--- config.mk ---
export PLATFORM = sky130hd
export DESIGN_NAME = radix_digit_converter_core_flat
export DESIGN_NICKNAME = d
export VERILOG_FILES = /design/src/sv/rdc_pkg.sv /design/src/sv/rdc_if.sv /design/src/sv/rdc_divider.sv /design/src/sv/radix_digit_converter_core.sv /design/src/flat_wrapper.sv
export SDC_FILE = /design/constraint.sdc
export NUM_CORES = 1
export LEC_CHECK = 0
export BUFFER_PORTS_ARGS = -buffer_cell sky130_fd_sc_hd__buf_2
export CAP_MARGIN = 20
export CORE_MARGIN = 3
export CORE_UTILIZATION = 50
export CTS_BUF_LIST = sky130_fd_sc_hd__clkbuf_4 sky130_fd_sc_hd__clkbuf_8 sky130_fd_sc_hd__clkbuf_16
export DETAILED_ROUTE_END_ITERATION = 7
export PLACE_DENSITY_LB_ADDON = 0.08
export REMOVE_ABC_BUFFERS = 1
export SETUP_SLACK_MARGIN = 0.15
export SLEW_MARGIN = 0
export SYNTH_ARGS = -nofsm -noshare
export SYNTH_HDL_FRONTEND = slang
export SYNTH_HIERARCHICAL = 1
export SYNTH_SLANG_ARGS = --single-unit
--- constraint.sdc ---
create_clock -name clock -period 2.6 [get_ports clock]
set_input_delay 0.52 -clock clock [delete_from_list [all_inputs] [get_ports clock]]
set_output_delay 0.52 -clock clock [all_outputs]
set_load 0.005 [all_outputs]
--- src/sv/rdc_pkg.sv ---
// Shared types, constants and helpers for the radix digit converter.
package rdc_pkg;

   // Field widths fixed by the beat format
   localparam int RADIX_W = 6;
   localparam int DIGIT_W = 6;
   localparam int CHAR_W  = 7;

   // Radix limits and reset value
   localparam logic [RADIX_W-1:0] RADIX_MIN   = RADIX_W'(2);
   localparam logic [RADIX_W-1:0] RADIX_MAX   = RADIX_W'(36);
   localparam logic [RADIX_W-1:0] RADIX_RESET = RADIX_W'(10);

   // ASCII mapping constants
   localparam logic [CHAR_W-1:0]  ASCII_ZERO        = CHAR_W'(48);
   localparam logic [CHAR_W-1:0]  ASCII_LETTER_BIAS = CHAR_W'(55);
   localparam logic [DIGIT_W-1:0] DECIMAL_LIMIT     = DIGIT_W'(10);

   // Sequencer states of the top level
   typedef enum logic [1:0] {
      ST_IDLE,
      ST_DIVIDE,
      ST_READ,
      ST_SHOW
   } rdc_state_type;

   // Clamp a raw radix register into the supported range
   function automatic logic [RADIX_W-1:0] effective_radix(input logic [RADIX_W-1:0] raw);
      logic [RADIX_W-1:0] r;
      begin
         if (raw < RADIX_MIN) begin
            r = RADIX_MIN;
         end else if (raw > RADIX_MAX) begin
            r = RADIX_MAX;
         end else begin
            r = raw;
         end
         return r;
      end
   endfunction

   // Map a digit value onto '0'..'9' or 'A'..'Z'
   function automatic logic [CHAR_W-1:0] digit_to_ascii(input logic [DIGIT_W-1:0] d);
      logic [CHAR_W-1:0] c;
      begin
         if (d < DECIMAL_LIMIT) begin
            c = CHAR_W'(d) + ASCII_ZERO;
         end else begin
            c = CHAR_W'(d) + ASCII_LETTER_BIAS;
         end
         return c;
      end
   endfunction

endpackage

--- src/sv/rdc_if.sv ---
// Valid/ready channel interfaces for request and response beats.
interface rdc_req_if #(parameter int VALUE_BITS = 20);
   logic                  valid;
   logic                  ready;
   logic [VALUE_BITS-1:0] value;

   modport source (output valid, output value, input ready);
   modport sink   (input valid, input value, output ready);
endinterface

interface rdc_rsp_if;
   import rdc_pkg::*;

   logic              valid;
   logic              ready;
   logic [CHAR_W-1:0] digit_char;
   logic              last;

   modport source (output valid, output digit_char, output last, input ready);
   modport sink   (input valid, input digit_char, input last, output ready);
endinterface

--- src/sv/rdc_divider.sv ---
// Bit-serial restoring divider: one quotient bit per cycle by a small divisor.
module rdc_divider #(
   parameter int VALUE_BITS = 20
) (
   input  logic                          clock,
   input  logic                          reset,
   input  logic                          start,
   input  logic [VALUE_BITS-1:0]         dividend,
   input  logic [rdc_pkg::RADIX_W-1:0]   divisor,
   output logic                          done,
   output logic [VALUE_BITS-1:0]         quotient,
   output logic [rdc_pkg::DIGIT_W-1:0]   remainder
);
   import rdc_pkg::*;

   localparam int CNT_W = (VALUE_BITS > 1) ? $clog2(VALUE_BITS) : 1;

   logic                  busy_ff, busy_in;
   logic                  done_ff, done_in;
   logic [CNT_W-1:0]      cnt_ff, cnt_in;
   logic [VALUE_BITS-1:0] quo_ff, quo_in;
   logic [DIGIT_W-1:0]    rem_ff, rem_in;
   logic [RADIX_W-1:0]    div_ff, div_in;

   logic [DIGIT_W:0]      trial;
   logic [DIGIT_W:0]      diff;
   logic                  fits;

   // Shift in the next dividend bit and try a subtract
   always_comb begin
      trial = {rem_ff, quo_ff[VALUE_BITS-1]};
      fits  = (trial >= {1'b0, div_ff});
      diff  = trial - {1'b0, div_ff};
   end

   // Sequence one division, loading on start and stepping while busy
   always_comb begin
      busy_in = busy_ff;
      done_in = 1'b0;
      cnt_in  = cnt_ff;
      quo_in  = quo_ff;
      rem_in  = rem_ff;
      div_in  = div_ff;
      if (start) begin
         busy_in = 1'b1;
         cnt_in  = CNT_W'(VALUE_BITS - 1);
         quo_in  = dividend;
         rem_in  = '0;
         div_in  = divisor;
      end else if (busy_ff) begin
         quo_in = {quo_ff[VALUE_BITS-2:0], fits};
         rem_in = fits ? diff[DIGIT_W-1:0] : trial[DIGIT_W-1:0];
         cnt_in = cnt_ff - 1'b1;
         if (cnt_ff == '0) begin
            busy_in = 1'b0;
            done_in = 1'b1;
         end
      end
   end

   // Control registers
   always_ff @(posedge clock) begin
      if (reset) begin
         busy_ff <= 1'b0;
         done_ff <= 1'b0;
      end else begin
         busy_ff <= busy_in;
         done_ff <= done_in;
      end
   end

   // Datapath registers
   always_ff @(posedge clock) begin
      cnt_ff <= cnt_in;
      quo_ff <= quo_in;
      rem_ff <= rem_in;
      div_ff <= div_in;
   end

   assign done      = done_ff;
   assign quotient  = quo_ff;
   assign remainder = rem_ff;

endmodule

--- src/sv/radix_digit_converter_core.sv ---
// Top level of the radix digit converter: sequencer, digit store and output beat.
//
// Converts one unsigned VALUE_BITS-wide value per request beat into ASCII digits in the
// base held in the csr register (2..36; 0..1 act as 2, 37..63 act as 36; reset 10), and
// sends one response beat per digit, most significant first, with last set on the final
// one. A zero value gives a single '0'. Each digit comes from one division in the shared
// bit-serial divider, and each character passes through the registered read of the digit
// store (ST_READ, then ST_SHOW), so a request takes longer with more digits, and longer
// still if the response side stalls. At most DIGIT_SLOTS digits are kept; with a larger
// value only the least significant DIGIT_SLOTS are sent. The request side is not ready
// until the last response beat of the current value has been taken.
module radix_digit_converter_core #(
   parameter int VALUE_BITS  = 20,
   parameter int DIGIT_SLOTS = 20
) (
   input  logic                        clock,
   input  logic                        reset,
   rdc_req_if.sink                     req_chan,
   rdc_rsp_if.source                   rsp_chan,
   input  logic                        csr_wr_en,
   input  logic [rdc_pkg::RADIX_W-1:0] csr_wr_data
);
   import rdc_pkg::*;

   localparam int IDX_W = (DIGIT_SLOTS > 1) ? $clog2(DIGIT_SLOTS) : 1;

   rdc_state_type         state_ff, state_in;
   logic [RADIX_W-1:0]    radix_ff, radix_in;
   logic [IDX_W-1:0]      wr_idx_ff, wr_idx_in;
   logic [IDX_W-1:0]      rd_idx_ff, rd_idx_in;

   logic [DIGIT_W-1:0]    store_mem [DIGIT_SLOTS];
   logic [DIGIT_W-1:0]    rd_data_ff;
   logic                  mem_wr_en;
   logic [IDX_W-1:0]      mem_wr_addr;
   logic [DIGIT_W-1:0]    mem_wr_data;

   logic                  req_beat;
   logic                  rsp_beat;
   logic                  div_start;
   logic [VALUE_BITS-1:0] div_dividend;
   logic                  div_done;
   logic [VALUE_BITS-1:0] div_quotient;
   logic [DIGIT_W-1:0]    div_remainder;
   logic                  conv_end;

   // Shared divider
   rdc_divider #(
      .VALUE_BITS (VALUE_BITS)
   ) u_divider (
      .clock     (clock),
      .reset     (reset),
      .start     (div_start),
      .dividend  (div_dividend),
      .divisor   (effective_radix(radix_ff)),
      .done      (div_done),
      .quotient  (div_quotient),
      .remainder (div_remainder)
   );

   // Handshake qualifiers
   assign req_beat = req_chan.valid && req_chan.ready;
   assign rsp_beat = rsp_chan.valid && rsp_chan.ready;

   // Stop dividing once the quotient runs out or the store is full
   assign conv_end = (div_quotient == '0) || (wr_idx_ff == IDX_W'(DIGIT_SLOTS - 1));

   // Next state
   always_comb begin
      state_in = state_ff;
      unique case (state_ff)
         ST_IDLE: begin
            if (req_beat) begin
               state_in = (req_chan.value == '0) ? ST_READ : ST_DIVIDE;
            end
         end
         ST_DIVIDE: begin
            if (div_done && conv_end) begin
               state_in = ST_READ;
            end
         end
         ST_READ: begin
            state_in = ST_SHOW;
         end
         ST_SHOW: begin
            if (rsp_beat) begin
               state_in = (rd_idx_ff == '0) ? ST_IDLE : ST_READ;
            end
         end
         default: begin
            state_in = ST_IDLE;
         end
      endcase
   end

   // Outputs and datapath control
   always_comb begin
      req_chan.ready = 1'b0;
      rsp_chan.valid = 1'b0;
      div_start      = 1'b0;
      div_dividend   = div_quotient;
      mem_wr_en      = 1'b0;
      mem_wr_addr    = wr_idx_ff;
      mem_wr_data    = div_remainder;
      wr_idx_in      = wr_idx_ff;
      rd_idx_in      = rd_idx_ff;
      unique case (state_ff)
         ST_IDLE: begin
            req_chan.ready = 1'b1;
            div_dividend   = req_chan.value;
            wr_idx_in      = '0;
            if (req_beat) begin
               if (req_chan.value == '0) begin
                  // Zero gives a single '0' digit
                  mem_wr_en   = 1'b1;
                  mem_wr_addr = '0;
                  mem_wr_data = '0;
                  rd_idx_in   = '0;
               end else begin
                  div_start = 1'b1;
               end
            end
         end
         ST_DIVIDE: begin
            if (div_done) begin
               mem_wr_en = 1'b1;
               if (conv_end) begin
                  rd_idx_in = wr_idx_ff;
               end else begin
                  wr_idx_in = wr_idx_ff + 1'b1;
                  div_start = 1'b1;
               end
            end
         end
         ST_READ: begin
         end
         ST_SHOW: begin
            rsp_chan.valid = 1'b1;
            if (rsp_beat && (rd_idx_ff != '0)) begin
               rd_idx_in = rd_idx_ff - 1'b1;
            end
         end
         default: begin
         end
      endcase
   end

   // Response payload from the registered store read
   assign rsp_chan.digit_char = digit_to_ascii(rd_data_ff);
   assign rsp_chan.last       = (rd_idx_ff == '0);

   // Capture the radix register on a write
   always_comb begin
      radix_in = csr_wr_en ? csr_wr_data : radix_ff;
   end

   // Control registers
   always_ff @(posedge clock) begin
      if (reset) begin
         state_ff  <= ST_IDLE;
         radix_ff  <= RADIX_RESET;
         wr_idx_ff <= '0;
         rd_idx_ff <= '0;
      end else begin
         state_ff  <= state_in;
         radix_ff  <= radix_in;
         wr_idx_ff <= wr_idx_in;
         rd_idx_ff <= rd_idx_in;
      end
   end

   // Digit store: one write port, one registered read port
   always_ff @(posedge clock) begin
      if (mem_wr_en) begin
         store_mem[mem_wr_addr] <= mem_wr_data;
      end
   end

   always_ff @(posedge clock) begin
      if (state_ff == ST_READ) begin
         rd_data_ff <= store_mem[rd_idx_ff];
      end
   end

endmodule

--- src/flat_wrapper.sv ---
// flat-port wrapper written by rule: the top's interface ports become plain ports
module radix_digit_converter_core_flat import rdc_pkg::*;
#(
   parameter int VALUE_BITS  = 20,
   parameter int DIGIT_SLOTS = 20
)
  (clock, reset, csr_wr_en, csr_wr_data, req_chan_valid, req_chan_value, req_chan_ready, rsp_chan_valid, rsp_chan_digit_char, rsp_chan_last, rsp_chan_ready);
  rdc_req_if #(.VALUE_BITS(VALUE_BITS)) req_chan_i ();
  rdc_rsp_if rsp_chan_i ();
  input  logic clock;
  input  logic reset;
  input  logic csr_wr_en;
  input  logic [rdc_pkg::RADIX_W-1:0] csr_wr_data;
  input wire logic [$bits(req_chan_i.valid)-1:0] req_chan_valid;
  input wire logic [$bits(req_chan_i.value)-1:0] req_chan_value;
  output wire logic [$bits(req_chan_i.ready)-1:0] req_chan_ready;
  output wire logic [$bits(rsp_chan_i.valid)-1:0] rsp_chan_valid;
  output wire logic [$bits(rsp_chan_i.digit_char)-1:0] rsp_chan_digit_char;
  output wire logic [$bits(rsp_chan_i.last)-1:0] rsp_chan_last;
  input wire logic [$bits(rsp_chan_i.ready)-1:0] rsp_chan_ready;
  assign req_chan_i.valid = req_chan_valid;
  assign req_chan_i.value = req_chan_value;
  assign req_chan_ready = req_chan_i.ready;
  assign rsp_chan_valid = rsp_chan_i.valid;
  assign rsp_chan_digit_char = rsp_chan_i.digit_char;
  assign rsp_chan_last = rsp_chan_i.last;
  assign rsp_chan_i.ready = rsp_chan_ready;
  radix_digit_converter_core #(.VALUE_BITS(VALUE_BITS), .DIGIT_SLOTS(DIGIT_SLOTS)) u_core (.clock(clock), .reset(reset), .req_chan(req_chan_i), .rsp_chan(rsp_chan_i), .csr_wr_en(csr_wr_en), .csr_wr_data(csr_wr_data));
endmodule
* Yosys cells after proc, flatten, opt, wreduce, memory -nomap -nowiden
Memory sizes are Yosys's and may differ from the RTL's. A register that Yosys moved wholly into a read port is not among the register bits.
Cells that the tools add are included.
Widths: inputs -> output; s select.
** Word-level totals
- Flip-flop bits (word level) :: 57
- Latch bits :: 0
- Bits in writable memories :: 120
- Memory bits (read-only) :: 0
- Memories kept :: 1
** Memory list
- u_core.store_mem :: words 20, width 6, read ports 1, clocked after Yosys merged registers in 1, wr ports 1, RTL line radix_digit_converter_core.sv:32 : logic [DIGIT_W-1:0] store_mem [DIGIT_SLOTS];
** Cells by class
- Add/sub/neg operators :: 6
- $mul :: 0
- Divide/modulo/power cells :: 0
- Order comparisons :: 4
- Equal/unequal tests :: 13
- Shift-type cells :: 0
- Muxes and demuxes :: 44
- Bitwise logic cells :: 1
- Reduce and logical (&&, ||, !) cells :: 20
** Operator list (count)
- $mux 20 :: 3
- $mux 5 :: 10
- $logic_not 20->1 :: 2
- $mux 6 :: 5
- $mux 1 :: 15
- $pmux 5 s3 :: 1
- $add 6x6->7 const B :: 2
- $ne 2x1->1 const B :: 6
- $logic_not 5->1 :: 2
- $mux 2 :: 5
- $pmux 5 s2 :: 1
- $sub 5x1->5 const B :: 2
- $pmux 2 s4 :: 1
- $ge 7x6->1 :: 1
- $mux 7 :: 1
- $gt 6x6->1 const B :: 1
- $lt 6x2->1 const B :: 1
- $lt 6x4->1 const B :: 1
- $ne 2x2->1 const B :: 3
- $reduce_and 3->1 :: 2
- $reduce_and 6->1 :: 1
- $sub 6x6->6 :: 1
- $add 5x1->5 const B :: 1
- $eq 5x5->1 const B :: 1
- 13 further kinds :: 19

* Depth between registers and ports, before layout
- Word-level depth :: 7
- Depth in mapped cells :: 10
- Mapped depth without buffers :: 8

* By module
Netlist, hierarchy kept.
** Modules (own cells, without submodules)
- radix_digit_converter_core :: times used 1, cells each 420, area an instance 6613.8 um2, sequential area each 4144.0 um2
- rdc_divider :: times used 1, cells each 156, area an instance 1908.1 um2, sequential area each 1041.0 um2

* Worst setup path after synthesis
Ideal clock, no wire load.
- Path type :: register to register
- Start point :: register u_core.state_ff[0]
- End point :: register u_core.u_divider.quo_ff[0] (netlist: u_core/u_divider/quotient[0]) (data pin)
- Arrival :: 2.466 ns
- Required time :: 2.340 ns
- Setup slack :: -0.126 ns
- Cell stages (with the launch flop) :: 8
- Buffers on the path :: 4
- Cells stage by stage :: dfxtp_1 -> clkbuf_1 -> nor2_1 -> clkbuf_1 -> a21o_1 -> clkbuf_1 -> clkbuf_1 -> mux2_2
** On the way
- Word-level cells in the longest chain between the ends :: 6
- Elaborated cells between the ends (all ways) :: 7
- Classes of those cells :: 1 x eq/ne; 4 x mux; 2 x reduce/logical
** Ends and longest elaborated chain
- start, declared :: RTL line radix_digit_converter_core.sv:27 : rdc_state_type state_ff, state_in;
- start signal, assigned :: RTL line radix_digit_converter_core.sv:165 : state_ff <= state_in;
- $logic_not 2->1 :: RTL line radix_digit_converter_core.sv:107 : unique case (state_ff)
- $mux 1 :: RTL line radix_digit_converter_core.sv:107
- via req_chan_ready :: RTL line flat_wrapper.sv:16 : output wire logic [$bits(req_chan_i.ready)-1:0] req_chan_ready;
- $logic_and 1x1->1 :: RTL line radix_digit_converter_core.sv:62 : assign req_beat = req_chan.valid && req_chan.ready;
- $mux 1 :: RTL line radix_digit_converter_core.sv:112 : if (req_beat) begin
- $pmux 1 s2 :: RTL line radix_digit_converter_core.sv:107
- via u_core.div_start :: RTL line radix_digit_converter_core.sv:40 : logic div_start;
- $mux 20 :: RTL line rdc_divider.sv:44 : if (start) begin
- via u_core.u_divider.quo_in[0] :: RTL line rdc_divider.sv:21 : logic [VALUE_BITS-1:0] quo_ff, quo_in;
- end signal, assigned :: RTL line rdc_divider.sv:75 : quo_ff <= quo_in;
- end, declared :: RTL line rdc_divider.sv:21
The timed path passes the listed nets, and every way through them passes these cells.
A chain may end at the register's enable or synchronous reset.

* Worst setup path after layout
- Start point :: register u_core.rd_data_ff[4], read port of u_core.store_mem
- End point :: output port rsp_chan_digit_char[4]
** On the way
- Word-level cells in the longest chain between the ends :: 2
- Elaborated cells between the ends (all ways) :: 4
- Classes of those cells :: 2 x add/sub; 1 x order compare; 1 x mux
** Ends and longest elaborated chain
- start, declared :: RTL line radix_digit_converter_core.sv:33 : logic [DIGIT_W-1:0] rd_data_ff;
- $add 6x6->7, or another cell as far along :: RTL line rdc_pkg.sv:49 : c = CHAR_W'(d) + ASCII_LETTER_BIAS;
- $mux 7 (*) :: RTL line rdc_pkg.sv:46 : if (d < DECIMAL_LIMIT) begin
- end, declared :: RTL line flat_wrapper.sv:18 : output wire logic [$bits(rsp_chan_i.digit_char)-1:0] rsp_chan_digit_char;
Mark *: on every way between the ends. The rest lies on a longest branch, timed or not.

==> flow_summary.ini <==
[outcome]
outcome = finished, final reports clean

[layout]
final_cell_area_um2 = 9800
n_fill_cell = 1291
nets = 700
mostFrequentLayoutCell = edfxtp_1
layout_common_cells = edfxtp_1, buf_4, mux2_2, nor2_1, buf_2
final_cell_count_no_fill = 885
drive_gt1_share_pct = 31.3
syn_to_final_growth_pct = 15.0
insertedDiodeCount = 0

[power_and_ir_drop]
vdd_drop_max_uv = 505
p_leak_nw = 3.45
powerDensity_nw_per_um2 = 746
power_mw = 7.31

[die]
initial_utilization_pct = 51.2
chipHeight_um = 137
row_count = 47
boundaryPins = 41
dieArea_um2 = 18600
die-width_um = 137
core_area_um2 = 16600

[synth]
muxShareOfSynthArea_pct = 18.2
syn-mean-instance-area_um2 = 14.8
synth-edff-count = 152
ys_ff_latch = 183
synth.distinct_cells = 58
ys_seq_area_share_pct = 60.8
synth_fa_ha_area_share_pct = 2.44
synth_cells = 576
synth-simple-area-share_pct = 8.71
yosysWarnings = 6
synth_top_family_by_area = multiplexers
synth_ff_type = edfxtp_1
synth_xor_area_share_pct = 1.34
postSynth.asyncResetShare_pct = 0
syn_area_um2 = 8520
synth_compound_area_share_pct = 4.95

[worst_setup_path]
path_cells = inv_2 > ha_4 > nand2_4 > o21ai_4 > o211ai_1 > xnor2_1 > buf_2
cp-end-kind = output pin
cp_slowest_cell = edfxtp_1
start_kind = register
slowest_delay_ns = 0.41
cp_data_arrival_time_ns = 1.87
crit_type = register to output pin
ff2ff_path_depth = 4
crit_start = u_core/rd_data_ff[4]
rrSetupSlack_ns = 0.28
r2r-start = u_core/rd_idx_ff[0]
rr_endpoint = u_core/rd_data_ff[3]
cp_max_fo = 6
required_ns = 2.08

[detailed_routing]
drc_errors = 0
dr_total_vias = 5111
vias_per_cell = 5.78
ant_nets = 0
drtPass1Iterations = 4
wirelength_um = 18600
wl_per_cell_um = 21.0
drt-initial-drc-count = 299

[placed_design]
placed_cell_area_um2 = 9130
dp_cells = 846
post-place-ws_ns = 0.0624
portBuffers = 40
dp_hpwl_um = 12100
routabilityCongestion = 0.831

[sta]
setup_viol = 0
min_period_over_period_pct = 92.0
worstMarginPinSlew_ns = 0.636
skew_ns = 0.0138
fmax_mhz = 418
final.setup.tns_ns = 0
min_period_ns = 2.39
worst_slack_ns = 0.207
rsz0062_at_grt = no
slew_violations = 0
finalHoldViolCount = 0
slew_headroom_pct = 57.6

[clock_tree]
holdBufCountCts = 0
root_buffer = clkbuf_16
cts_buffers = 17
cts_sinks = 183
cts_tree = built
clk_pin_slew_ns = 0.07
cts_htree_levels = 4
clk-insertion-delay-late_ns = 0.43
cts_max_path_buffers = 2

[hold_path]
min_from = csr_wr_data[1]
worstHoldPathCells = 3
holdPathEnd = u_core/radix_ff[1]
hold_class = primary input to register

[grt]
grt_max_degree = 32
grt.total_usage_pct = 20.9
antenna_found_initial = 0
grt_pass1_vias = 5143
gr-total-overflow = 0
grt_pass1_wl_um = 28400

[run]
drv_cap = 0
worst max-delay path by stage:
| stage | to | slack, ns | cells after the start |
|---|---|---|---|
| after floorplan | u_core/u_divider/quotient[0] | -0.70 | 3 |
| after global placement | u_core/store_mem[6][5] | 0.09 | 7 |
| after detailed placement | u_core/store_mem[19][5] | 0.06 | 7 |
| after CTS | rsp_chan_digit_char[4] | 0.18 | 7 |
| after global routing | u_core/u_divider/done | 0.11 | 9 |
| final | rsp_chan_digit_char[4] | 0.21 | 7 |
synth_stat cells (all sizes together), types with 6 or more instances:
master | number | area (µm²)
edfxtp | 152 | 4560
mux2 | 47 | 533
nor2 | 47 | 176
mux4 | 36 | 867
dfxtp | 31 | 621
inv | 26 | 97.6
nand2 | 23 | 86.3
a21oi | 21 | 105
clkbuf | 18 | 67.6
o21ai | 17 | 85.1
ha | 15 | 188
mux2i | 15 | 150
buf | 14 | 136
nor4 | 9 | 56.3
xnor2 | 9 | 78.8
and2 | 8 | 50.1
or3 | 8 | 50.1
nand2b | 7 | 43.8
nand3 | 6 | 30.0
metal layers:
layer / part of all wire [%] / up-vias / GRT usage (%)
met5: 0 / - / 0
met3: 3.5 / 13 / 3.75
met2: 53 / 128 / 36.6
li1: - / 2380 / -
met4: 1.1 / 0 / 6.49
met1: 42 / 2590 / 26.6
metrics by stage:
stage | hold WS, ns | util, %
3_5_place_dp | 0.480 | 54.8
2_1_floorplan | 0.452 | -
5_1_grt | 0.318 | 58.9
3_3_place_gp | 0.470 | 54.8
4_1_cts | 0.303 | 58.2
6_report | 0.324 | 58.9
registers in the layout, summed over array words and instances (netlist names):
name	cells
u_core/radix_ff	6
u_core/u_divider/done	1
u_core/u_divider/cnt_ff	5
u_core/u_divider/quotient	20
u_core/rd_data_ff	6
u_core/rd_idx_ff	5
u_core/u_divider/busy_ff	1
u_core/wr_idx_ff	5
u_core/state_ff	2
u_core/u_divider/div_ff	6
u_core/store_mem	120
u_core/u_divider/remainder	6
cells by family (layout without fill, tap and decap cells):
group | count (synthesis) | after routing
DFF | 183 | 183
and+or+nand+nor | 142 | 142
muxes | 98 | 98
AOI/OAI and AO/OA | 66 | 66
buffers and inverters | 58 | 147
adders and majority gates | 16 | 16
xor gates and xnor gates | 13 | 13
area by class of cell:
cell class	instances	area, µm²	area share (%)
flip-flops and latches	183	5190	52.9
multi-input cells	335	3100	31.6
repair buffers	90	592	6.04
clock buffers	18	433	4.42
well taps	220	275	2.81
clock inverters	13	121	1.24
inverters	26	97.6	0.996
timing repair:
action / 4_1_cts / 5_1_grt
endpoints found under the setup margin: 5 / 56
gates resized for setup: 2 / 12
pin swaps: 0 / 4
setup buffers: 0 / 8
report_power, final:
group          internal [mW]  switching [mW]
Combinational          0.518           0.662
Sequential              3.54           0.152
Clock                   1.34            1.10
Total                   5.40            1.92
worst max-delay path, delay by kind of cell, from the launching register on:
family          cells  cell delay, ns
xor+xnor            1            0.17
compound gates      2            0.39
buf+inv             2            0.25
simple gates        1            0.06
fa+ha+maj           1            0.15
flops               1            0.41
Note: power is estimated with default switching activity, not from simulation.
